===== src/hw/rtl/erpm_pkg.sv =====
// erpm_pkg: types, codes, constants and the microcode table of the rpm meter
// depends on nothing; used by every other file of the block
`timescale 1ns / 1ps

package erpm_pkg;

    // input item kinds
    typedef enum logic [1:0] {
        KIND_TICK  = 2'd0,
        KIND_PULSE = 2'd1,
        KIND_READ  = 2'd2
    } t_kind;

    // configuration port
    localparam int CFG_IDX_W  = 4;
    localparam int CFG_DATA_W = 8;
    localparam logic [CFG_IDX_W-1:0] CFG_CYLINDERS   = 4'd0;
    localparam logic [CFG_IDX_W-1:0] CFG_FOUR_STROKE = 4'd1;
    localparam logic [4:0] CYLINDERS_RESET   = 5'd4;
    localparam logic       FOUR_STROKE_RESET = 1'b1;

    // arithmetic constants
    localparam int          DIV_DW        = 34;
    localparam int          DIV_BITS_STEP = 2;
    localparam int          DIV_ITER      = DIV_DW / DIV_BITS_STEP;
    localparam int          DIV_CNT_W     = $clog2(DIV_ITER + 1);
    localparam logic [33:0] PER_MINUTE_US = 34'd60000000;
    localparam logic [31:0] MEAN_COUNT    = 32'd3;
    localparam logic [15:0] SAT16         = 16'hFFFF;
    localparam logic [31:0] PPM_SAT       = 32'hFFFF_FFFF;

    // micro-operations of the datapath
    typedef enum logic [3:0] {
        OP_CHECK    = 4'd0,
        OP_SPAN     = 4'd1,
        OP_FRAC_NEW = 4'd2,
        OP_FRAC_OLD = 4'd3,
        OP_PERIOD   = 4'd4,
        OP_COMMIT   = 4'd5,
        OP_DIV_PPM  = 4'd6,
        OP_AVG_SUM  = 4'd7,
        OP_DIV_MEAN = 4'd8,
        OP_DIVISOR  = 4'd9,
        OP_DIV_RPM  = 4'd10,
        OP_EMIT     = 4'd11
    } t_op;

    // jump conditions
    typedef enum logic [2:0] {
        C_NEXT        = 3'd0,
        C_NONE        = 3'd1,
        C_PERIOD_ZERO = 3'd2,
        C_NOT_AVG     = 3'd3,
        C_ZERO_DIV    = 3'd4,
        C_END         = 3'd5
    } t_cond;

    localparam int STEP_W = 4;
    localparam logic [STEP_W-1:0] STEP_START = 4'd0;
    localparam logic [STEP_W-1:0] STEP_AVG   = 4'd7;
    localparam logic [STEP_W-1:0] STEP_SCALE = 4'd9;
    localparam logic [STEP_W-1:0] STEP_EMIT  = 4'd11;

    typedef struct packed {
        t_op               op;
        t_cond             cond;
        logic [STEP_W-1:0] target;
    } t_uword;

    // sequencer to datapath
    typedef struct packed {
        t_op  op;
        logic fire;
    } t_ctrl;

    // datapath to sequencer
    typedef struct packed {
        logic none_now;
        logic acc_zero;
        logic avg;
        logic div_zero;
        logic out_free;
    } t_status;

    // read program
    function automatic t_uword ucode(input logic [STEP_W-1:0] step);
        t_uword w;
        w = '{op: OP_EMIT, cond: C_END, target: STEP_START};
        unique case (step)
            4'd0:    w = '{op: OP_CHECK,    cond: C_NONE,        target: STEP_AVG};
            4'd1:    w = '{op: OP_SPAN,     cond: C_NEXT,        target: STEP_START};
            4'd2:    w = '{op: OP_FRAC_NEW, cond: C_NEXT,        target: STEP_START};
            4'd3:    w = '{op: OP_FRAC_OLD, cond: C_NEXT,        target: STEP_START};
            4'd4:    w = '{op: OP_PERIOD,   cond: C_NEXT,        target: STEP_START};
            4'd5:    w = '{op: OP_COMMIT,   cond: C_PERIOD_ZERO, target: STEP_AVG};
            4'd6:    w = '{op: OP_DIV_PPM,  cond: C_NEXT,        target: STEP_START};
            4'd7:    w = '{op: OP_AVG_SUM,  cond: C_NOT_AVG,     target: STEP_SCALE};
            4'd8:    w = '{op: OP_DIV_MEAN, cond: C_NEXT,        target: STEP_START};
            4'd9:    w = '{op: OP_DIVISOR,  cond: C_ZERO_DIV,    target: STEP_EMIT};
            4'd10:   w = '{op: OP_DIV_RPM,  cond: C_NEXT,        target: STEP_START};
            4'd11:   w = '{op: OP_EMIT,     cond: C_END,         target: STEP_START};
            default: w = '{op: OP_EMIT,     cond: C_END,         target: STEP_START};
        endcase
        return w;
    endfunction

endpackage


===== src/hw/rtl/erpm_if.sv =====
// erpm_if: valid/ready channels of the rpm meter (input items, results, config)
// depends on erpm_pkg for the config widths
`timescale 1ns / 1ps

interface erpm_in_if;
    logic       valid;
    logic       ready;
    logic [1:0] kind;
    logic [7:0] sub_tick;
    logic       averaged;
    modport source (output valid, kind, sub_tick, averaged, input ready);
    modport sink   (input valid, kind, sub_tick, averaged, output ready);
endinterface

interface erpm_out_if;
    logic        valid;
    logic        ready;
    logic [15:0] rpm;
    logic        no_pulse;
    modport source (output valid, rpm, no_pulse, input ready);
    modport sink   (input valid, rpm, no_pulse, output ready);
endinterface

interface erpm_cfg_if;
    logic                            valid;
    logic                            ready;
    logic [erpm_pkg::CFG_IDX_W-1:0]  index;
    logic [erpm_pkg::CFG_DATA_W-1:0] data;
    modport source (output valid, index, data, input ready);
    modport sink   (input valid, index, data, output ready);
endinterface


===== src/hw/rtl/erpm_div.sv =====
// erpm_div: shared unsigned restoring divider, two quotient bits per cycle
// depends on erpm_pkg for widths and iteration count
`timescale 1ns / 1ps

module erpm_div (
    input  logic                        i_clk,
    input  logic                        i_rst_n,
    input  logic                        i_start,
    input  logic [erpm_pkg::DIV_DW-1:0] i_dividend,
    input  logic [31:0]                 i_divisor,
    output logic                        o_done,
    output logic [erpm_pkg::DIV_DW-1:0] o_quotient
);

    logic [31:0]                        r_rem, n_rem;
    logic [erpm_pkg::DIV_DW-1:0]        r_quo, n_quo;
    logic [31:0]                        r_dvs;
    logic [erpm_pkg::DIV_CNT_W-1:0]     r_cnt;
    logic                               r_run;
    logic                               r_done;

    // two shift-subtract steps
    always_comb begin
        logic [32:0] trial;
        n_rem = r_rem;
        n_quo = r_quo;
        for (int k = 0; k < erpm_pkg::DIV_BITS_STEP; k++) begin
            trial = {n_rem, n_quo[erpm_pkg::DIV_DW-1]};
            n_quo = {n_quo[erpm_pkg::DIV_DW-2:0], 1'b0};
            if (trial >= {1'b0, r_dvs}) begin
                trial    = trial - {1'b0, r_dvs};
                n_quo[0] = 1'b1;
            end
            n_rem = trial[31:0];
        end
    end

    // iteration control
    always_ff @(posedge i_clk) begin
        if (!i_rst_n) begin
            r_run  <= 1'b0;
            r_done <= 1'b0;
            r_cnt  <= '0;
        end else begin
            r_done <= 1'b0;
            if (i_start) begin
                r_run <= 1'b1;
                r_cnt <= erpm_pkg::DIV_CNT_W'(erpm_pkg::DIV_ITER);
            end else if (r_run) begin
                r_cnt <= r_cnt - 1'b1;
                if (r_cnt == erpm_pkg::DIV_CNT_W'(1)) begin
                    r_run  <= 1'b0;
                    r_done <= 1'b1;
                end
            end
        end
    end

    // operand and partial result registers
    always_ff @(posedge i_clk) begin
        if (i_start) begin
            r_rem <= '0;
            r_quo <= i_dividend;
            r_dvs <= i_divisor;
        end else if (r_run) begin
            r_rem <= n_rem;
            r_quo <= n_quo;
        end
    end

    assign o_done     = r_done;
    assign o_quotient = r_quo;

endmodule


===== src/hw/rtl/erpm_seq.sv =====
// erpm_seq: step counter and microcode sequencer of the read program
// depends on erpm_pkg for the control word table and control structs
`timescale 1ns / 1ps

module erpm_seq (
    input  logic              i_clk,
    input  logic              i_rst_n,
    input  logic              i_read_start,
    input  erpm_pkg::t_status i_status,
    input  logic              i_div_done,
    output logic              o_div_start,
    output erpm_pkg::t_ctrl   o_ctrl,
    output logic              o_busy
);

    logic [erpm_pkg::STEP_W-1:0] r_step;
    logic                        r_busy;
    logic                        r_issued;
    erpm_pkg::t_uword            uw;
    logic                        is_div;
    logic                        fire;
    logic                        take;

    assign uw = erpm_pkg::ucode(r_step);

    assign is_div = uw.op inside {erpm_pkg::OP_FRAC_NEW, erpm_pkg::OP_FRAC_OLD,
                                  erpm_pkg::OP_PERIOD, erpm_pkg::OP_DIV_PPM,
                                  erpm_pkg::OP_DIV_MEAN, erpm_pkg::OP_DIV_RPM};

    // a step completes after its division, after the output frees, or at once
    always_comb begin
        if (!r_busy)
            fire = 1'b0;
        else if (is_div)
            fire = i_div_done && r_issued;
        else if (uw.op == erpm_pkg::OP_EMIT)
            fire = i_status.out_free;
        else
            fire = 1'b1;
    end

    // jump condition
    always_comb begin
        unique case (uw.cond)
            erpm_pkg::C_NEXT:        take = 1'b0;
            erpm_pkg::C_NONE:        take = i_status.none_now;
            erpm_pkg::C_PERIOD_ZERO: take = i_status.acc_zero;
            erpm_pkg::C_NOT_AVG:     take = !i_status.avg;
            erpm_pkg::C_ZERO_DIV:    take = i_status.div_zero;
            erpm_pkg::C_END:         take = 1'b1;
            default:                 take = 1'b0;
        endcase
    end

    // step counter
    always_ff @(posedge i_clk) begin
        if (!i_rst_n) begin
            r_busy   <= 1'b0;
            r_step   <= erpm_pkg::STEP_START;
            r_issued <= 1'b0;
        end else begin
            if (o_div_start)
                r_issued <= 1'b1;
            if (i_read_start && !r_busy) begin
                r_busy <= 1'b1;
                r_step <= erpm_pkg::STEP_START;
            end else if (fire) begin
                r_issued <= 1'b0;
                if (uw.cond == erpm_pkg::C_END)
                    r_busy <= 1'b0;
                else if (take)
                    r_step <= uw.target;
                else
                    r_step <= r_step + 1'b1;
            end
        end
    end

    assign o_div_start = r_busy && is_div && !r_issued;
    assign o_ctrl      = '{op: uw.op, fire: fire};
    assign o_busy      = r_busy;

endmodule


===== src/hw/rtl/erpm_dp.sv =====
// erpm_dp: counters, reference values, history, operand select and result register
// depends on erpm_pkg; works under erpm_seq control with erpm_div
`timescale 1ns / 1ps

module erpm_dp #(
    parameter int TICK_US      = 1024,
    parameter int FRACTION_TOP = 255
) (
    input  logic                        i_clk,
    input  logic                        i_rst_n,
    input  logic                        i_accept,
    input  logic [1:0]                  i_kind,
    input  logic [7:0]                  i_sub_tick,
    input  logic                        i_averaged,
    input  logic [4:0]                  i_cylinders,
    input  logic                        i_four_stroke,
    input  erpm_pkg::t_ctrl             i_ctrl,
    input  logic [erpm_pkg::DIV_DW-1:0] i_div_quo,
    output logic [erpm_pkg::DIV_DW-1:0] o_div_dividend,
    output logic [31:0]                 o_div_divisor,
    output erpm_pkg::t_status           o_status,
    output logic                        o_out_valid,
    input  logic                        i_out_ready,
    output logic [15:0]                 o_rpm,
    output logic                        o_no_pulse
);

    localparam logic [15:0] US  = 16'(TICK_US);
    localparam logic [7:0]  TOP = 8'(FRACTION_TOP);

    logic [31:0] r_tick_count, r_pulse_count, r_tick_at_pulse;
    logic [7:0]  r_fraction_at_pulse;
    logic [31:0] r_prev_tick, r_prev_pulses;
    logic [7:0]  r_prev_fraction;
    logic [31:0] r_history_one, r_history_two;
    logic [31:0] r_acc, r_cnt_n, r_ppm;
    logic [33:0] r_sum;
    logic        r_avg, r_none;
    logic [4:0]  r_divisor;
    logic        r_out_valid;
    logic [15:0] r_rpm;
    logic [15:0] r_out_rpm;
    logic        r_out_no_pulse;

    logic [47:0] span_prod;
    logic [23:0] frac_new_prod, frac_old_prod;
    logic [4:0]  divisor_now;
    logic        exec;
    logic [7:0]  sub_clamped;

    assign span_prod     = 48'(r_tick_at_pulse - r_prev_tick) * 48'(US);
    assign frac_new_prod = 24'(r_fraction_at_pulse) * 24'(US);
    assign frac_old_prod = 24'(TOP - r_prev_fraction) * 24'(US);
    assign divisor_now   = i_four_stroke ? {1'b0, i_cylinders[4:1]} : i_cylinders;
    assign sub_clamped   = (i_sub_tick > TOP) ? TOP : i_sub_tick;
    assign exec          = i_ctrl.fire;

    // divider operand select
    always_comb begin
        o_div_dividend = '0;
        o_div_divisor  = 32'd1;
        case (i_ctrl.op)
            erpm_pkg::OP_FRAC_NEW: begin
                o_div_dividend = 34'(frac_new_prod);
                o_div_divisor  = 32'(TOP);
            end
            erpm_pkg::OP_FRAC_OLD: begin
                o_div_dividend = 34'(frac_old_prod);
                o_div_divisor  = 32'(TOP);
            end
            erpm_pkg::OP_PERIOD: begin
                o_div_dividend = 34'(r_acc);
                o_div_divisor  = r_cnt_n;
            end
            erpm_pkg::OP_DIV_PPM: begin
                o_div_dividend = erpm_pkg::PER_MINUTE_US;
                o_div_divisor  = r_acc;
            end
            erpm_pkg::OP_DIV_MEAN: begin
                o_div_dividend = r_sum;
                o_div_divisor  = erpm_pkg::MEAN_COUNT;
            end
            erpm_pkg::OP_DIV_RPM: begin
                o_div_dividend = 34'(r_ppm);
                o_div_divisor  = 32'(r_divisor);
            end
            default: begin
                o_div_dividend = '0;
                o_div_divisor  = 32'd1;
            end
        endcase
    end

    // input items: counters, pulse capture and the averaged flag of a read
    always_ff @(posedge i_clk) begin
        if (!i_rst_n) begin
            r_tick_count        <= '0;
            r_pulse_count       <= '0;
            r_tick_at_pulse     <= '0;
            r_fraction_at_pulse <= '0;
            r_avg               <= 1'b0;
        end else if (i_accept) begin
            case (erpm_pkg::t_kind'(i_kind))
                erpm_pkg::KIND_TICK: r_tick_count <= r_tick_count + 32'd1;
                erpm_pkg::KIND_PULSE: begin
                    r_tick_at_pulse     <= r_tick_count;
                    r_fraction_at_pulse <= sub_clamped;
                    r_pulse_count       <= r_pulse_count + 32'd1;
                end
                erpm_pkg::KIND_READ: r_avg <= i_averaged;
                default: ;
            endcase
        end
    end

    // read program state: references and history
    always_ff @(posedge i_clk) begin
        if (!i_rst_n) begin
            r_prev_tick     <= '0;
            r_prev_pulses   <= '0;
            r_prev_fraction <= '0;
            r_history_one   <= '0;
            r_history_two   <= '0;
        end else if (exec) begin
            case (i_ctrl.op)
                erpm_pkg::OP_COMMIT: begin
                    r_prev_tick     <= r_tick_at_pulse;
                    r_prev_pulses   <= r_pulse_count;
                    r_prev_fraction <= r_fraction_at_pulse;
                end
                erpm_pkg::OP_AVG_SUM: begin
                    if (r_avg) begin
                        r_history_two <= r_history_one;
                        r_history_one <= r_ppm;
                    end
                end
                default: ;
            endcase
        end
    end

    // working registers of the read program
    always_ff @(posedge i_clk) begin
        if (exec) begin
            case (i_ctrl.op)
                erpm_pkg::OP_CHECK: begin
                    r_none <= (r_pulse_count == r_prev_pulses);
                    r_ppm  <= '0;
                end
                erpm_pkg::OP_SPAN: begin
                    r_acc   <= span_prod[31:0];
                    r_cnt_n <= r_pulse_count - r_prev_pulses;
                end
                erpm_pkg::OP_FRAC_NEW: r_acc <= r_acc + i_div_quo[31:0];
                erpm_pkg::OP_FRAC_OLD: r_acc <= r_acc - i_div_quo[31:0];
                erpm_pkg::OP_PERIOD:   r_acc <= i_div_quo[31:0];
                erpm_pkg::OP_COMMIT:   r_ppm <= erpm_pkg::PPM_SAT;
                erpm_pkg::OP_DIV_PPM:  r_ppm <= i_div_quo[31:0];
                erpm_pkg::OP_AVG_SUM:
                    r_sum <= 34'(r_ppm) + 34'(r_history_one) + 34'(r_history_two);
                erpm_pkg::OP_DIV_MEAN: r_ppm <= i_div_quo[31:0];
                erpm_pkg::OP_DIVISOR: begin
                    r_divisor <= divisor_now;
                    r_rpm     <= erpm_pkg::SAT16;
                end
                erpm_pkg::OP_DIV_RPM:
                    r_rpm <= (i_div_quo[33:16] != '0) ? erpm_pkg::SAT16 : i_div_quo[15:0];
                default: ;
            endcase
        end
    end

    // result register, loaded only at the emit step so a held word stays put
    always_ff @(posedge i_clk) begin
        if (!i_rst_n) begin
            r_out_valid    <= 1'b0;
            r_out_rpm      <= '0;
            r_out_no_pulse <= 1'b0;
        end else begin
            if (exec && i_ctrl.op == erpm_pkg::OP_EMIT) begin
                r_out_valid    <= 1'b1;
                r_out_rpm      <= r_rpm;
                r_out_no_pulse <= r_none;
            end else if (i_out_ready) begin
                r_out_valid <= 1'b0;
            end
        end
    end

    assign o_status = '{
        none_now: (r_pulse_count == r_prev_pulses),
        acc_zero: (r_acc == '0),
        avg:      r_avg,
        div_zero: (divisor_now == '0),
        out_free: (!r_out_valid || i_out_ready)
    };

    assign o_out_valid = r_out_valid;
    assign o_rpm       = r_out_rpm;
    assign o_no_pulse  = r_out_no_pulse;

endmodule


===== src/hw/rtl/engine_rpm_pulse_meter.sv =====
// engine_rpm_pulse_meter: top level, configuration registers and channel wiring
// depends on erpm_pkg, erpm_if, erpm_div, erpm_seq and erpm_dp
//
// Usage. Items arrive on i_in_ch: kind 0 counts a timer overflow tick, kind 1
// records a breaker pulse with its sub-tick fraction, kind 2 asks for a reading
// (averaged selects the three-sample mean). Kind 3 is ignored. Only a read gives
// a word on o_out_ch: rpm, saturated at 65535, and no_pulse. i_cfg_ch writes
// cylinders (index 0) and four_stroke (index 1); it is always ready. It must be
// written only while the block is idle; the block itself does not enforce this.
// Throughput. Ticks and pulses take one cycle each. A read runs a short
// microcode program whose cost is set by the shared radix-4 divider: each
// division step waits for its quotient, the emit step for a free output
// register, and every other step completes without waiting. A read does none
// (no new pulses, plain mode, zero divisor) up to 6 divisions before its word
// is loaded. i_in_ch.ready is low while a read is in progress.
// Stall. The result sits in an output register; a held word only holds the
// read that follows at its last step, ticks and pulses are still taken until
// that read starts.
// Reset. Synchronous active-low i_rst_n clears all counters, reference values
// and history to zero, sets cylinders to 4 and four_stroke to 1.
`timescale 1ns / 1ps

module engine_rpm_pulse_meter #(
    parameter int TICK_US      = 1024,
    parameter int FRACTION_TOP = 255
) (
    input  logic       i_clk,
    input  logic       i_rst_n,
    erpm_in_if.sink    i_in_ch,
    erpm_out_if.source o_out_ch,
    erpm_cfg_if.sink   i_cfg_ch
);

    logic                        r_four_stroke;
    logic [4:0]                  r_cylinders;
    logic                        busy;
    logic                        in_accept;
    logic                        read_start;
    logic                        div_start;
    logic                        div_done;
    logic [erpm_pkg::DIV_DW-1:0] div_quo;
    logic [erpm_pkg::DIV_DW-1:0] div_dividend;
    logic [31:0]                 div_divisor;
    erpm_pkg::t_ctrl             ctrl;
    erpm_pkg::t_status           status;

    // configuration registers
    assign i_cfg_ch.ready = 1'b1;

    always_ff @(posedge i_clk) begin
        if (!i_rst_n) begin
            r_cylinders   <= erpm_pkg::CYLINDERS_RESET;
            r_four_stroke <= erpm_pkg::FOUR_STROKE_RESET;
        end else if (i_cfg_ch.valid) begin
            if (i_cfg_ch.index == erpm_pkg::CFG_CYLINDERS)
                r_cylinders <= i_cfg_ch.data[4:0];
            else if (i_cfg_ch.index == erpm_pkg::CFG_FOUR_STROKE)
                r_four_stroke <= i_cfg_ch.data[0];
        end
    end

    // input handshake
    assign i_in_ch.ready = !busy;
    assign in_accept     = i_in_ch.valid && !busy;
    assign read_start    = in_accept && (i_in_ch.kind == erpm_pkg::KIND_READ);

    erpm_seq u_seq (
        .i_clk        (i_clk),
        .i_rst_n      (i_rst_n),
        .i_read_start (read_start),
        .i_status     (status),
        .i_div_done   (div_done),
        .o_div_start  (div_start),
        .o_ctrl       (ctrl),
        .o_busy       (busy)
    );

    erpm_div u_div (
        .i_clk      (i_clk),
        .i_rst_n    (i_rst_n),
        .i_start    (div_start),
        .i_dividend (div_dividend),
        .i_divisor  (div_divisor),
        .o_done     (div_done),
        .o_quotient (div_quo)
    );

    erpm_dp #(
        .TICK_US      (TICK_US),
        .FRACTION_TOP (FRACTION_TOP)
    ) u_dp (
        .i_clk          (i_clk),
        .i_rst_n        (i_rst_n),
        .i_accept       (in_accept),
        .i_kind         (i_in_ch.kind),
        .i_sub_tick     (i_in_ch.sub_tick),
        .i_averaged     (i_in_ch.averaged),
        .i_cylinders    (r_cylinders),
        .i_four_stroke  (r_four_stroke),
        .i_ctrl         (ctrl),
        .i_div_quo      (div_quo),
        .o_div_dividend (div_dividend),
        .o_div_divisor  (div_divisor),
        .o_status       (status),
        .o_out_valid    (o_out_ch.valid),
        .i_out_ready    (o_out_ch.ready),
        .o_rpm          (o_out_ch.rpm),
        .o_no_pulse     (o_out_ch.no_pulse)
    );

endmodule


===== src/flat_wrapper.sv =====
// flat-port wrapper written by rule: the top's interface ports become plain ports
module engine_rpm_pulse_meter_flat 
#(
    parameter int TICK_US      = 1024,
    parameter int FRACTION_TOP = 255
)
  (i_clk, i_rst_n, i_in_ch_valid, i_in_ch_kind, i_in_ch_sub_tick, i_in_ch_averaged, i_in_ch_ready, o_out_ch_valid, o_out_ch_rpm, o_out_ch_no_pulse, o_out_ch_ready, i_cfg_ch_valid, i_cfg_ch_index, i_cfg_ch_data, i_cfg_ch_ready);
  erpm_in_if i_in_ch_i ();
  erpm_out_if o_out_ch_i ();
  erpm_cfg_if i_cfg_ch_i ();
  input  logic i_clk;
  input  logic i_rst_n;
  input wire logic [$bits(i_in_ch_i.valid)-1:0] i_in_ch_valid;
  input wire logic [$bits(i_in_ch_i.kind)-1:0] i_in_ch_kind;
  input wire logic [$bits(i_in_ch_i.sub_tick)-1:0] i_in_ch_sub_tick;
  input wire logic [$bits(i_in_ch_i.averaged)-1:0] i_in_ch_averaged;
  output wire logic [$bits(i_in_ch_i.ready)-1:0] i_in_ch_ready;
  output wire logic [$bits(o_out_ch_i.valid)-1:0] o_out_ch_valid;
  output wire logic [$bits(o_out_ch_i.rpm)-1:0] o_out_ch_rpm;
  output wire logic [$bits(o_out_ch_i.no_pulse)-1:0] o_out_ch_no_pulse;
  input wire logic [$bits(o_out_ch_i.ready)-1:0] o_out_ch_ready;
  input wire logic [$bits(i_cfg_ch_i.valid)-1:0] i_cfg_ch_valid;
  input wire logic [$bits(i_cfg_ch_i.index)-1:0] i_cfg_ch_index;
  input wire logic [$bits(i_cfg_ch_i.data)-1:0] i_cfg_ch_data;
  output wire logic [$bits(i_cfg_ch_i.ready)-1:0] i_cfg_ch_ready;
  assign i_in_ch_i.valid = i_in_ch_valid;
  assign i_in_ch_i.kind = i_in_ch_kind;
  assign i_in_ch_i.sub_tick = i_in_ch_sub_tick;
  assign i_in_ch_i.averaged = i_in_ch_averaged;
  assign i_in_ch_ready = i_in_ch_i.ready;
  assign o_out_ch_valid = o_out_ch_i.valid;
  assign o_out_ch_rpm = o_out_ch_i.rpm;
  assign o_out_ch_no_pulse = o_out_ch_i.no_pulse;
  assign o_out_ch_i.ready = o_out_ch_ready;
  assign i_cfg_ch_i.valid = i_cfg_ch_valid;
  assign i_cfg_ch_i.index = i_cfg_ch_index;
  assign i_cfg_ch_i.data = i_cfg_ch_data;
  assign i_cfg_ch_ready = i_cfg_ch_i.ready;
  engine_rpm_pulse_meter #(.TICK_US(TICK_US), .FRACTION_TOP(FRACTION_TOP)) u_core (.i_clk(i_clk), .i_rst_n(i_rst_n), .i_in_ch(i_in_ch_i), .o_out_ch(o_out_ch_i), .i_cfg_ch(i_cfg_ch_i));
endmodule

===== config.mk =====
export PLATFORM = sky130hd
export DESIGN_NAME = engine_rpm_pulse_meter_flat
export DESIGN_NICKNAME = d
export VERILOG_FILES = /design/src/hw/rtl/erpm_pkg.sv /design/src/hw/rtl/erpm_if.sv /design/src/hw/rtl/erpm_div.sv /design/src/hw/rtl/erpm_seq.sv /design/src/hw/rtl/erpm_dp.sv /design/src/hw/rtl/engine_rpm_pulse_meter.sv /design/src/flat_wrapper.sv
export SDC_FILE = /design/constraint.sdc
export NUM_CORES = 1
export LEC_CHECK = 0
export BUFFER_PORTS_ARGS = -buffer_cell sky130_fd_sc_hd__buf_2
export CAP_MARGIN = 10
export CORE_UTILIZATION = 32
export DETAILED_ROUTE_END_ITERATION = 7
export GPL_ROUTABILITY_DRIVEN = 0
export GPL_TIMING_DRIVEN = 0
export SKIP_LAST_GASP = 1
export SYNTH_ARGS = -nofsm -noshare
export SYNTH_HDL_FRONTEND = slang
export SYNTH_SLANG_ARGS = --single-unit

===== constraint.sdc =====
create_clock -name i_clk -period 6.4 [get_ports i_clk]
set_clock_uncertainty 0.2 [all_clocks]
set_input_delay 0.32 -clock i_clk [delete_from_list [all_inputs] [get_ports i_clk]]
set_output_delay 0.32 -clock i_clk [all_outputs]
set_load 0.02 [all_outputs]

# Word level (Yosys, flattened, before mapping)
# Memories as Yosys holds them, arrays and structs flattened. A register that Yosys moved wholly into a read port is not among the register bits.
# Index checks and enable logic that the tools add are counted.
op_classes:
  add_sub_neg: 13
  order_cmp: 3
  n_eq_ne: 21
  muxes: 35
  bitwise_logic: 4
  reduce_logical: 47
op_table:
  columns: ["op", "count"]
  rows:
  - ["$pmux W34 S6", 1]
  - ["$pmux W32 S5", 1]
  - ["$pmux W32 S4", 1]
  - ["$sub A32 B32 Y32", 4]
  - ["$pmux W32 S3", 1]
  - ["$mux W34", 2]
  - ["$ge A33 B32 Y1", 2]
  - ["$add A32 B1 Y32 const B", 2]
  - ["$mux W32", 2]
  - ["$add A33 B32 Y34", 1]
  - ["$add A32 B32 Y33", 1]
  - ["$add A32 B32 Y32", 1]
  - ["$eq A32 B32 Y1", 1]
  - ["$logic_not A32 Y1", 1]
  - ["$pmux W16 S2", 1]
  - ["$reduce_and A2 Y1", 14]
  - ["$sub A22 B22 Y22", 1]
  - ["$reduce_bool A18 Y1", 1]
  - ["$mux W1", 17]
  - ["$eq A4 B3 Y1 const B", 4]
  - ["$eq A4 B4 Y1 const B", 4]
  - ["$mux W16", 1]
  - ["$mux W5", 3]
  - ["$mux W4", 3]
  - ["28 further kinds", 53]
word_totals:
  register_bits: 508
  romBits: 176
  output_inout_bits: 20
  word_cells: 156
  memories: 1
memory_table:
  columns: ["name", "words", "word_bits", "read_ports", "rd_ports_with_merged_regs", "wr", "line", "text"]
  rows:
  - ["(no name shown)", 16, 11, 1, 1, 0, "erpm_pkg.sv:89", "unique case (step)"]

# Longest topological paths before layout
depth:
  depth_word: 8
  ltp_mapped: 26

# Cells and area by module
# Synthesis repeated with hierarchy kept, for this count alone.
unflattened:
  cells_unflattened: 3460
  hier_area_um2: 31547.8
modules_own_cells:
  columns: ["module", "instances", "cells_per_inst", "area_per_inst_um2"]
  rows:
  - ["erpm_dp", 1, 2495, 22574.2]
  - ["erpm_div", 1, 833, 7818.7]
  - ["erpm_seq", 1, 99, 849.6]
  - ["engine_rpm_pulse_meter", 1, 33, 305.3]

# Least setup slack after synthesis
# OpenSTA, ideal clock, no wires.
synth_timing:
  path_type: "flip-flop to flip-flop"
  start: "register u_core.u_div.r_dvs[4]"
  end: "register u_core.u_div.r_rem[15]"
  setup_time_ns: 0.132
  arrival_time_ns: 5.094
  required_ns: 6.068
  setup_slack_ns: 0.974
  stages_incl_launch_ff: 24
  path_buffers: 3
  synth_period_minus_slack_ns: 5.426
  path_cell_list: "edfxtp_1 -> inv_1 -> ha_1 -> a21o_1 -> or3_4 -> o21ai_2 -> a211oi_2 -> or4_4 -> a31oi_4 -> buf_6 -> mux2_2 -> ha_1 -> a21oi_1 -> nand2_1 -> a221oi_1 -> o21ai_1 -> a31oi_1 -> o211ai_1 -> a21oi_1 -> o21a_1 -> buf_6 -> buf_6 -> mux2i_1 -> a21oi_1"
synth_via:
  elab_chain_len: 4
synth_lines:
  columns: ["item", "line", "text"]
  rows:
  - ["start: declaration", "erpm_div.sv:17", "logic [31:0] r_dvs;"]
  - ["start signal: assignment", "erpm_div.sv:64", "r_dvs <= i_divisor;"]
  - ["$sub A32 B32 Y32 / $ge A33 B32 Y1 (equally long branches)", "erpm_div.sv:31, erpm_div.sv:30", null]
  - ["$mux W32", "erpm_div.sv:30", "if (trial >= {1'b0, r_dvs}) begin"]
  - ["$sub A32 B32 Y32 / $ge A33 B32 Y1 (equally long branches)", "erpm_div.sv:31, erpm_div.sv:30", null]
  - ["$mux W32 *", "erpm_div.sv:30", null]
  - ["end signal: assignment", "erpm_div.sv:66", "r_rem <= n_rem;"]
  - ["end: declaration", "erpm_div.sv:15", "logic [31:0] r_rem, n_rem;"]
# Mark *: on every way between the ends. The rest lies on a longest branch, timed or not.
# A chain may end at the register's enable or synchronous reset.

# Worst setup path after layout
layout_timing:
  start: "register u_core.u_div.r_dvs[4]"
  end: "register u_core.u_div.r_rem[24]"
# The elaborated chain is that of the path after synthesis.

==> summary.txt <==
Synth
  • Netlist area before placement: 0.0309 mm2
  • Xor-xnor portion of the synthesized cell area: 6.64%
  • Cells after synthesis: 3412
  • Fraction of the yosys area taken by sequential cells: 40.1%
  • Synth Net Count: 3662
  • Simple-gate area share of the yosys netlist: 16.3%
  • EDFF count, synth: 218
  • Post-synthesis sequential element count: 509
  • Distinct cell type count after synthesis: 90
  • Combinational family with the most area after synthesis: compound AO/OA/AOI/OAI gates
  • Post-synthesis compound-gate area fraction: 21.2%
  • Post-synth ARST share: 0%
  • Adder and majority gate portion of the synthesized area: 9.92%
  • Yosys warns: 0
  • Average cell area after synthesis: 9.05 um2
  • Multiplexer fraction of the synthesized cell area: 1.70%
  • Most used flip-flop cell after synthesis: sky130_fd_sc_hd__dfxtp_1

Min path
  • Number of stages on the worst hold path: 4
  • Class of the tightest hold or removal check: in2reg

Power and ir drop
  • Power density over the cells: 325 mW/mm2
  • Switching Fraction: 35.8%
  • Leak: 0.0134 uW
  • Clock power share: 29.2%
  • P_sw: 4090 uW
  • Largest voltage drop on the vdd net: 0.239 mV
  • Sequential share of power: 32.1%
  • Power share of the combinational group: 38.7%
  • Internal power of the cells: 7310 uW

Drt
  • Iteration-0 DRC count of the detailed router: 2307
  • Number of vias after detailed routing: 25500
  • 1st-pass router iterations: 8
  • Number of nets with antenna violations after routing: 0
  • DRC errors left: 0
  • Via density: 5.24
  • Post-Route WL: 92.1 mm
  • Avg WL per Cell: 18.9 um

Finish
  • Register cell area after layout: 0.0124 mm2
  • Leading cell types in the layout, fill and taps excluded: sky130_fd_sc_hd__nand2_1 (544), sky130_fd_sc_hd__dfxtp_1 (291), sky130_fd_sc_hd__edfxtp_1 (218), sky130_fd_sc_hd__a21oi_1 (193), sky130_fd_sc_hd__a21boi_0 (187)
  • Fraction of layout instances using a drive strength above 1: 6.06%
  • # nets final: 3800
  • Post-layout instance count excluding filler cells: 4863
  • Final core utilization: 36.8%
  • Area of the multi-input gates: 0.0173 mm2
  • Filler Cell Count: 9818
  • Most common cell after layout, fill and taps aside: sky130_fd_sc_hd__nand2_1
  • Area delta synth->final: 13.6%

Timing
  • Maximum clock frequency: 0.163 GHz
  • Final slew viol count: 0
  • Smallest setup slack after layout: 0.261 ns
  • Setup repair after global routing missed its margin: no
  • Worst max-slew margin expressed relative to the limit: 20.3%
  • Setup violators final: 0
  • Hold slack: 0.164 ns
  • Post-route fraction of the period consumed by the critical path: 95.9%
  • Minimum clock period: 6.14 ns
  • Final-report hold violation count: 0
  • Worst slew pin tran: 1.20 ns
  • Accumulated negative setup slack: 0 ns

Run
  • Number of maximum-capacitance violations: 0

Clock network
  • Maximum count of clock buffers along a single path: 3
  • TritonCTS clock tree: built
  • Register clock-pin slew on the reported worst setup and hold paths: 0.06 ns
  • Clock buffers created by TritonCTS: 56
  • Depth of the CTS H-tree: 2
  • CTS sink cnt: 509
  • Clk_lat worst skew: 0.64 ns
  • Root Driver: sky130_fd_sc_hd__clkbuf_16

Die
  • Effective utilization at floorplan: 32.4%
  • Core Box Area: 0.0953 mm2
  • Die Height: 313 um
  • Die Footprint: 0.0977 mm2
  • Number of top-level design ports: 48
  • Chip Width: 313 um
  • Count of standard-cell rows: 113

Placement
  • IO buf count: 42
  • Number of cells after detailed placement: 4730
  • Half-perimeter wire length of the detailed placement result: 70.9 mm
  • Pre-CTS setup slack: -0.308 ns

Critical path
  • Number of cells on the worst reg-to-reg path: 25
  • Setup slack of the most critical reg-to-reg path: 0.26 ns
  • Maximum net fanout on the critical path: 10
  • Endpoint class of the critical path: flip-flop
  • Critical Setup Path Class: reg2reg
  • Required time of the critical path: 6.68 ns
  • Arrival time reported for the critical path endpoint: 6.42 ns
  • CP Launch Type: flip-flop

GRT
  • Via count of the first global-routing pass: 24500
  • Overall routing resource usage: 18.6%
  • Wire length of the first global-routing pass: 143 mm
  • Maximum number of pins on one net before global-route repair: 35
  • Initial antenna violation count: 1
  • Overflow left after global routing: 0

Run status
  • Status: finished, final reports clean
==> routing by layer <==
layer | wire [um] | global-route usage [%]
met2 | 41100 | 29.7
met1 | 40700 | 25.3
met3 | 7040 | 3.24
met4 | 3300 | 6.87
met5 | 0 | 0
==> through the flow <==
step | area [um2] | total power [uW]
3_5_place_dp | 32900 | 7920
6_report | 35100 | 11400
5_1_grt | 35100 | 12000
4_1_cts | 35000 | 11300
3_3_place_gp | 32700 | 7900
2_1_floorplan | 30900 | 6980
==> area by class of cell <==
class | instances | share of cell area [%]
Multi-Input combinational cell | 2580 | 49.4
Sequential cell | 509 | 35.3
Tap cell | 1265 | 4.51
Clock buffer | 73 | 4.35
Buffer | 172 | 2.08
Timing Repair Buffer | 80 | 1.76
Inverter | 151 | 1.62
Clock inverter | 32 | 0.996
Antenna cell | 1 | 0.00714
==> power groups by stage <==
stage	registers (uW)	logic (uW)	clock network, uW
6_report	3660	4410	3330
5_1_grt	3670	4830	3500
4_1_cts	3660	4260	3380
3_5_place_dp	3730	4190	0
3_3_place_gp	3730	4170	0
2_1_floorplan	3680	3300	0
==> kinds of logic (layout without fill, tap and decap cells) <==
kind of cell,count (synthesis),count (layout)
AOI/OAI and AO/OA,976,976
xor gates and xnor gates,234,234
adders and majority gates,222,222
buffers and inverters,323,508
DFF,509,509
muxes,51,51
other,1,2
and+or+nand+nor,1096,1096
==> worst max-delay path: stages, from the launching register on <==
cell	delay, ns
sky130_fd_sc_hd__edfxtp_1	0.37
sky130_fd_sc_hd__inv_1	0.11
sky130_fd_sc_hd__ha_1	0.28
sky130_fd_sc_hd__a21o_1	0.22
sky130_fd_sc_hd__or3_4	0.35
sky130_fd_sc_hd__o21ai_4	0.22
sky130_fd_sc_hd__a211oi_2	0.15
sky130_fd_sc_hd__or4_4	0.49
sky130_fd_sc_hd__a31oi_4	0.29
sky130_fd_sc_hd__buf_6	0.22
sky130_fd_sc_hd__buf_6	0.19
sky130_fd_sc_hd__nand2_1	0.06
sky130_fd_sc_hd__o21ai_0	0.13
sky130_fd_sc_hd__ha_1	0.37
sky130_fd_sc_hd__nand3_1	0.19
sky130_fd_sc_hd__o211ai_1	0.18
sky130_fd_sc_hd__a221oi_4	0.36
sky130_fd_sc_hd__o21ai_2	0.19
sky130_fd_sc_hd__a31oi_4	0.26
sky130_fd_sc_hd__o211ai_1	0.11
sky130_fd_sc_hd__a21oi_1	0.12
sky130_fd_sc_hd__o21a_1	0.16
sky130_fd_sc_hd__buf_6	0.16
sky130_fd_sc_hd__buf_8	0.17
sky130_fd_sc_hd__mux2i_1	0.30
sky130_fd_sc_hd__a21oi_1	0.10
==> cell usage after synthesis (6+ instances only) <==
library cell / number / area share [%]
sky130_fd_sc_hd__clkbuf_1: 148 / 1.8
sky130_fd_sc_hd__or2_2: 21 / 0.43
sky130_fd_sc_hd__mux2i_1: 43 / 1.4
sky130_fd_sc_hd__o21ai_1: 11 / 0.18
sky130_fd_sc_hd__inv_1: 150 / 1.8
sky130_fd_sc_hd__o31ai_1: 14 / 0.34
sky130_fd_sc_hd__nand3_1: 60 / 0.97
sky130_fd_sc_hd__and3_1: 30 / 0.61
sky130_fd_sc_hd__and2_1: 55 / 1.1
sky130_fd_sc_hd__nand3b_1: 6 / 0.15
sky130_fd_sc_hd__mux2_2: 7 / 0.26
sky130_fd_sc_hd__buf_6: 6 / 0.22
sky130_fd_sc_hd__a211oi_1: 24 / 0.58
sky130_fd_sc_hd__nor2_1: 168 / 2.0
sky130_fd_sc_hd__nor3_1: 43 / 0.70
sky130_fd_sc_hd__o41ai_1: 7 / 0.20
sky130_fd_sc_hd__a21o_1: 108 / 2.6
sky130_fd_sc_hd__xnor2_1: 152 / 4.3
sky130_fd_sc_hd__nand4_1: 37 / 0.75
sky130_fd_sc_hd__o211ai_1: 14 / 0.34
sky130_fd_sc_hd__a21oi_1: 193 / 3.1
sky130_fd_sc_hd__a41oi_1: 8 / 0.23
sky130_fd_sc_hd__nand2b_1: 42 / 0.85
sky130_fd_sc_hd__nor2b_1: 29 / 0.59
sky130_fd_sc_hd__o21a_1: 30 / 0.73
sky130_fd_sc_hd__buf_1: 6 / 0.073
sky130_fd_sc_hd__a22o_1: 35 / 0.99
sky130_fd_sc_hd__a21boi_0: 187 / 4.5
sky130_fd_sc_hd__o21ai_0: 163 / 2.6
sky130_fd_sc_hd__a211o_1: 7 / 0.20
sky130_fd_sc_hd__o221ai_1: 7 / 0.20
sky130_fd_sc_hd__nand2_1: 544 / 6.6
sky130_fd_sc_hd__and4_1: 11 / 0.31
sky130_fd_sc_hd__nor4_1: 17 / 0.34
sky130_fd_sc_hd__a22oi_1: 39 / 0.95
sky130_fd_sc_hd__buf_2: 8 / 0.13
sky130_fd_sc_hd__a31oi_1: 53 / 1.1
sky130_fd_sc_hd__or3_1: 13 / 0.26
sky130_fd_sc_hd__edfxtp_1: 218 / 21
sky130_fd_sc_hd__dfxtp_1: 291 / 19
sky130_fd_sc_hd__fa_1: 38 / 2.5
sky130_fd_sc_hd__xor2_1: 82 / 2.3
sky130_fd_sc_hd__ha_1: 184 / 7.5
sky130_fd_sc_hd__o21bai_1: 17 / 0.41
==> final timing paths <==
path	to	from
max	u_core.u_div.r_rem[24]$_SDFFE_PP0P_	u_core.u_div.r_dvs[4]$_DFFE_PP_
min	u_core.u_dp.r_tick_at_pulse[21]$_SDFFE_PN0P_	i_in_ch_valid
max reg2reg	u_core.u_div.r_rem[24]$_SDFFE_PP0P_	u_core.u_div.r_dvs[4]$_DFFE_PP_
min reg2reg	u_core.u_dp.r_prev_tick[13]$_SDFFE_PN0P_	u_core.u_dp.r_prev_tick[13]$_SDFFE_PN0P_
==> sequential cells by signal, indices dropped and copies added, names as in the netlist, 4 cells and up <==
| signal | cells |
|---|---|
| u_core.u_dp.o_rpm | 16 |
| u_core.u_dp.r_history_two | 32 |
| u_core.u_dp.r_sum | 34 |
| u_core.u_dp.r_rpm | 16 |
| u_core.u_dp.r_tick_at_pulse | 22 |
| u_core.u_dp.r_prev_pulses | 32 |
| u_core.u_dp.r_pulse_count | 32 |
| u_core.r_cylinders | 5 |
| u_core.u_dp.r_acc | 32 |
| u_core.u_dp.r_cnt_n | 32 |
| u_core.u_dp.r_divisor | 5 |
| u_core.u_dp.r_prev_tick | 22 |
| u_core.u_dp.r_ppm | 32 |
| u_core.u_div.r_dvs | 32 |
| u_core.u_dp.r_fraction_at_pulse | 8 |
| u_core.u_seq.r_step | 4 |
| u_core.u_dp.r_history_one | 32 |
| u_core.u_div.r_rem | 32 |
| u_core.u_seq.uw | 11 |
| u_core.u_div.r_cnt | 5 |
| u_core.u_dp.r_tick_count | 22 |
| u_core.u_div.o_quotient | 34 |
| u_core.u_dp.r_prev_fraction | 8 |
==> what timing repair did <==
action                                 in CTS  in global routing
endpoints found under the hold margin      17                  0
hold buffers                               24                  0
setup endpoints to repair                  33                 33
gates resized for setup                     4                  8
buffers inserted                            0                  3
cloned                                      0                  0
pin swaps                                   0                  2
Power figures use the tool's default switching activity.
